`config.mk`:
```
export PLATFORM = sky130hd
export DESIGN_NAME = angle_wrapped_pid_step
export DESIGN_NICKNAME = d
export VERILOG_FILES = /design/src/rtl/apid_pkg.sv /design/src/rtl/angle_wrapped_pid_step.sv
export SDC_FILE = /design/constraint.sdc
export NUM_CORES = 2
export LEC_CHECK = 0
export ABC_AREA = 1
export BUFFER_PORTS_ARGS = -buffer_cell sky130_fd_sc_hd__buf_4
export CAP_MARGIN = 20
export CORE_ASPECT_RATIO = 0.7
export CORE_MARGIN = 2
export CORE_UTILIZATION = 30
export CTS_CLUSTER_DIAMETER = 50
export DETAILED_ROUTE_END_ITERATION = 10
export PLACE_DENSITY = 0.43
export SYNTH_ARGS = -nofsm -noshare
export SYNTH_HDL_FRONTEND = slang
export SYNTH_SLANG_ARGS = --single-unit
```
`constraint.sdc`:
```
create_clock -name clk -period 34.6 [get_ports clk]
set_clock_uncertainty 0.05 [all_clocks]
set_input_delay 3.46 -clock clk [delete_from_list [all_inputs] [get_ports clk]]
set_output_delay 3.46 -clock clk [all_outputs]
set_load 0.02 [all_outputs]
```
`src/rtl/apid_pkg.sv`:
```
package apid_pkg;

  localparam int ANGLE_BITS = 16;
  localparam int SUM_BITS   = 32;
  localparam int IN_W       = 16;
  localparam int GAIN_W     = 16;
  localparam int DRIVE_W    = 32;
  localparam int FRAC_BITS  = 8;

  localparam int DE_W       = ANGLE_BITS + 1;
  localparam int PROD_MAX_W = GAIN_W + ((DE_W > SUM_BITS) ? DE_W : SUM_BITS);
  localparam int ACC_MIN_W  = PROD_MAX_W + 2;
  localparam int ACC_W      = (ACC_MIN_W > DRIVE_W + FRAC_BITS + 1) ?
                              ACC_MIN_W : (DRIVE_W + FRAC_BITS + 1);
  localparam int SH_W       = ACC_W - FRAC_BITS;
  localparam int SUMX_W     = ((SUM_BITS > ANGLE_BITS) ? SUM_BITS : ANGLE_BITS) + 1;

  localparam int CFG_IDX_W  = 2;

  typedef enum logic [CFG_IDX_W-1:0] {
    REG_GAIN_P = 2'd0,
    REG_GAIN_I = 2'd1,
    REG_GAIN_D = 2'd2
  } reg_idx_t;

endpackage

```
`src/rtl/angle_wrapped_pid_step.sv`:
```
// PID step on binary angles (a full turn is 2^16 units). Each input word carries a measured
// and a target angle; the error wraps to the signed half-turn range, and drive =
// floor((Kp*e + Kd*(e - previous e) + Ki*sum) / 256), saturated to 32 bits, where sum is the
// error sum from before this word. The sum then takes e, saturating at 32 bits. Gains are
// signed Q8.8 and reset to zero; write them only while the block is idle. A word is held in
// the input register, then the three multipliers, the adder and the saturation produce its
// result into the output register; throughput is one word per cycle while the output side
// keeps up.
module angle_wrapped_pid_step
  import apid_pkg::*;
(
  input  logic                 clk,
  input  logic                 rst_n,
  input  logic                 in_tvalid,
  output logic                 in_tready,
  input  logic [31:0]          in_tdata,   // measured_angle [15:0], target_angle [31:16]
  output logic                 out_tvalid,
  input  logic                 out_tready,
  output logic [31:0]          out_tdata,  // drive [31:0]
  input  logic                 cfg_we,
  input  logic [CFG_IDX_W-1:0] cfg_index,
  input  logic [GAIN_W-1:0]    cfg_wdata
);

  logic signed [GAIN_W-1:0]     gain_p_r, gain_i_r, gain_d_r;
  logic                         s1_valid_r;
  logic [IN_W-1:0]              meas_r, tgt_r;
  logic                         out_valid_r;
  logic signed [DRIVE_W-1:0]    drive_r;
  logic signed [SUM_BITS-1:0]   error_sum_r;
  logic signed [ANGLE_BITS-1:0] prev_err_r;

  logic                                 advance;
  logic                                 step;
  logic signed [ANGLE_BITS-1:0]         err;
  logic signed [DE_W-1:0]               derr;
  logic signed [GAIN_W+ANGLE_BITS-1:0]  prod_p;
  logic signed [GAIN_W+DE_W-1:0]        prod_d;
  logic signed [GAIN_W+SUM_BITS-1:0]    prod_i;
  logic signed [ACC_W-1:0]              acc;
  logic signed [SH_W-1:0]               shifted;
  logic [SH_W-DRIVE_W:0]                drv_top;
  logic signed [DRIVE_W-1:0]            drive_nxt;
  logic signed [SUMX_W-1:0]             sum_wide;
  logic [SUMX_W-SUM_BITS:0]             sum_top;
  logic signed [SUM_BITS-1:0]           error_sum_nxt;

  assign advance    = !out_valid_r || out_tready;
  assign step       = s1_valid_r && advance;
  assign in_tready  = advance || !s1_valid_r;
  assign out_tvalid = out_valid_r;
  assign out_tdata  = drive_r;

  // error wraps by truncation to the angle width
  assign err  = $signed(ANGLE_BITS'(tgt_r) - ANGLE_BITS'(meas_r));
  assign derr = DE_W'(err) - DE_W'(prev_err_r);

  assign prod_p = (GAIN_W+ANGLE_BITS)'(gain_p_r) * (GAIN_W+ANGLE_BITS)'(err);
  assign prod_d = (GAIN_W+DE_W)'(gain_d_r) * (GAIN_W+DE_W)'(derr);
  assign prod_i = (GAIN_W+SUM_BITS)'(gain_i_r) * (GAIN_W+SUM_BITS)'(error_sum_r);

  assign acc = ACC_W'(prod_p) + ACC_W'(prod_d) + ACC_W'(prod_i);

  assign shifted = SH_W'(acc >>> FRAC_BITS);
  assign drv_top = shifted[SH_W-1:DRIVE_W-1];

  always_comb begin
    if (&drv_top || ~|drv_top) begin
      drive_nxt = shifted[DRIVE_W-1:0];
    end else if (shifted[SH_W-1]) begin
      drive_nxt = {1'b1, {(DRIVE_W-1){1'b0}}};
    end else begin
      drive_nxt = {1'b0, {(DRIVE_W-1){1'b1}}};
    end
  end

  assign sum_wide = SUMX_W'(error_sum_r) + SUMX_W'(err);
  assign sum_top  = sum_wide[SUMX_W-1:SUM_BITS-1];

  always_comb begin
    if (&sum_top || ~|sum_top) begin
      error_sum_nxt = sum_wide[SUM_BITS-1:0];
    end else if (sum_wide[SUMX_W-1]) begin
      error_sum_nxt = {1'b1, {(SUM_BITS-1){1'b0}}};
    end else begin
      error_sum_nxt = {1'b0, {(SUM_BITS-1){1'b1}}};
    end
  end

  always_ff @(posedge clk) begin
    if (!rst_n) begin
      gain_p_r    <= '0;
      gain_i_r    <= '0;
      gain_d_r    <= '0;
      s1_valid_r  <= 1'b0;
      out_valid_r <= 1'b0;
      error_sum_r <= '0;
      prev_err_r  <= '0;
    end else begin
      if (cfg_we) begin
        case (reg_idx_t'(cfg_index))
          REG_GAIN_P: gain_p_r <= cfg_wdata;
          REG_GAIN_I: gain_i_r <= cfg_wdata;
          REG_GAIN_D: gain_d_r <= cfg_wdata;
          default: ;
        endcase
      end
      if (in_tready) begin
        s1_valid_r <= in_tvalid;
      end
      if (advance) begin
        out_valid_r <= s1_valid_r;
      end
      if (step) begin
        error_sum_r <= error_sum_nxt;
        prev_err_r  <= err;
      end
    end
  end

  always_ff @(posedge clk) begin
    if (in_tready && in_tvalid) begin
      meas_r <= in_tdata[IN_W-1:0];
      tgt_r  <= in_tdata[2*IN_W-1:IN_W];
    end
    if (step) begin
      drive_r <= drive_nxt;
    end
  end

  // state moves only with a word passing to the output register
  a_sum_hold: assert property (@(posedge clk) disable iff (!rst_n)
    !step |=> $stable(error_sum_r) && $stable(prev_err_r))
    else $error("error sum changed without a word");

  a_prev_err: assert property (@(posedge clk) disable iff (!rst_n)
    step |=> prev_err_r == $past(err))
    else $error("previous error not taken from the last word");

  a_out_from_s1: assert property (@(posedge clk) disable iff (!rst_n)
    $rose(out_valid_r) |-> $past(s1_valid_r))
    else $error("result shown without a word in the input register");

  a_ready_free: assert property (@(posedge clk) disable iff (!rst_n)
    !out_valid_r |-> in_tready)
    else $error("input stalled with an empty output register");

endmodule
```
==> impl_metrics.env <==
export IMPL_outcome="finished clean"
export IMPL_portBuffers=88
export IMPL_routedWlPerCell_um=22.1
export IMPL_synth_ff_type="dfxtp_1"
export IMPL_setup_violations_final=0
export IMPL_fin_setup_tns_ns=0
export IMPL_overflow=0
export IMPL_finalMaxSlewViolations=0
export IMPL_cpPeakStageDelay_ns=0.89
export IMPL_cts_tree="done"
export IMPL_yosys_area_top_type="fa_1"
export IMPL_cpMostUsedCell="nand2_1"
export IMPL_syn2layout_area_growth_pct=7.50
export IMPL_ctsResizeCount=0
export IMPL_drc=0
export IMPL_dp_hpwl_um=158000
export IMPL_die_width_um=496
export IMPL_pin_count=89
export IMPL_ys_async_sr_fraction=0
export IMPL_final_cell_mix="inv_1, nand2_1, fa_1"
export IMPL_core_um2=168000
export IMPL_layout_nets=7666
export IMPL_wl_um=184000
export IMPL_mostFrequentLayoutCell="inv_1"
export IMPL_die_y_um=348
export IMPL_ant_nets=0
export IMPL_hold_viol=0
export IMPL_post_route_period_util=0.414
export IMPL_gp_congestion=0.896
export IMPL_worstPathRequired_ns=34.81
export IMPL_ys_types=43
export IMPL_cp_end_kind="flop"
export IMPL_ys_seq_area_frac=0.0765
export IMPL_maxCapViolations=0
export IMPL_grt_pass1_wl_um=279000
export IMPL_antenna_found_initial=6
export IMPL_synth_area_um2=50700
export IMPL_layout_drive_gt1_share=0.0459
export IMPL_slew_headroom=0.215
export IMPL_first_iter_violations=2743
export IMPL_cts_buffers_inserted=17
export IMPL_numClockSinks=162
export IMPL_ys_seq_elements=162
export IMPL_hold_class="reg -> reg"
export IMPL_routed_via_count=38248
export IMPL_finalCriticalPeriod_ns=14.32
export IMPL_path_clk_slew_ns=0.07
export IMPL_row_count=126
export IMPL_h_tree_depth=4
export IMPL_dp_slack_ns=20.40
export IMPL_slowest_stage="fa_1"
export IMPL_cts_root_buf="clkbuf_16"
export IMPL_grt_max_degree=58
export IMPL_fin_ws_ns=20.28
export IMPL_ys_warn_count=0
export IMPL_clock_path_buffers=2
export IMPL_dieArea_um2=172000
export IMPL_synth_avg_cell_area_um2=8.34
export IMPL_grt_setup_unrepaired="no"
export IMPL_grt_use_total=0.221
export IMPL_cts_setup_buffers=0
export IMPL_tightest_slew_ns=1.18
export IMPL_grt_pass1_vias=41173
export IMPL_crit_type="reg -> reg"
export IMPL_synth_area_leaders="fa_1, inv_1, nand2_1"
export IMPL_cp_max_fo=31
export IMPL_initial_core_util=0.302
export IMPL_yosysTopAreaCellShare=0.502
export IMPL_arrival_ns=14.53
export IMPL_hold_buffers=0
export IMPL_viasPerCell=4.61
export IMPL_critPathLaunchType="flop"
export IMPL_synth_cells=6085
export IMPL_clkLatencyLatePin_ns=0.55
export IMPL_synth_edf_count=64
export IMPL_fmaxAchievable_mhz=69.8
export IMPL_firstDrtPassIters=6
export IMPL_synth_nets=7701
worst paths after layout:
path / slack [ns] / from / endpoint / cells past startpoint
worst max-delay path: 20.28 / meas_r[2]$_DFFE_PP_ / out_tdata[18]$_DFFE_PP_ / 50
worst min-delay path: 0.48 / out_tvalid$_SDFFE_PN0P_ / out_tvalid$_SDFFE_PN0P_ / 2
worst max register to register: 20.28 / meas_r[2]$_DFFE_PP_ / out_tdata[18]$_DFFE_PP_ / 50
worst min register to register: 0.48 / out_tvalid$_SDFFE_PN0P_ / out_tvalid$_SDFFE_PN0P_ / 2
critical path, delay by kind of cell (launching register included):
family	cells	cell delay, ns
adder cells (fa/ha/maj)	12	6.44
AND/OR/NAND/NOR	26	4.76
buffers and inverters	6	1.20
AO/OA/AOI/OAI	6	1.17
flip-flops	1	0.33
stage by stage:
step | util | area [µm²] | instances | hold WS [ns]
CTS | 0.324 | 54500 | 8301 | 0.478
global route | 0.324 | 54500 | 8303 | 0.499
detailed placement | 0.321 | 53900 | 8269 | 0.466
global placement | 0.320 | 53900 | 8268 | 0.453
finish | 0.324 | 54500 | 8305 | 0.478
floorplan | - | 50700 | 6085 | 0.441
Yosys cell counts, drive strengths merged, types with 5 or more instances:
master and n:
inv 1694, nand2 1446, fa 1272, nor2 361, ha 289, clkbuf 204
a21oi 194, o21ai 142, dfxtp 98, nand3 76, edfxtp 64, xor2 55
or2 48, nor3 22, xnor2 22, buf 21, nand4 21, clkinv 13
a21o 10, a31oi 5, o21bai 5
registers in the layout, indices dropped and copies added (netlist names), 16 cells and up:
register and count:
gain_i_r 16, tgt_r 16, meas_r 16, out_tdata 32, gain_d_r 16, prev_err_r 16, error_sum_r 32, gain_p_r 16
cell families after synthesis:
family                     after synthesis  share of synthesized area
xor gates and xnor gates                77                     0.0134
DFF                                    162                     0.0765
and+or+nand+nor                       1985                      0.154
AOI/OAI and AO/OA                      368                     0.0380
adders and majority gates             1561                      0.573
buffers and inverters                 1932                      0.144
cell type report:
cell class	count	area [µm²]
repair buffers	171	1330
multi-input cells	3991	39500
well taps	2240	2800
inverters	1707	6410
flip-flops and latches	162	3880
clock buffers	17	425
diodes	2	5.00
clock inverters	15	146
fillers	17889	114000
layer usage:
layer  share of wire  vias to the layer above  GRT usage
li1                -                    17224          -
met4           0.021                        0     0.0464
met1            0.51                    19834      0.344
met3           0.060                      120     0.0299
met2            0.41                     1070      0.323
met5               0                        -          0
Power is left out: the tool's default activity adds up to more than one toggle a clock period on the data nets, which glitch-free logic cannot reach.
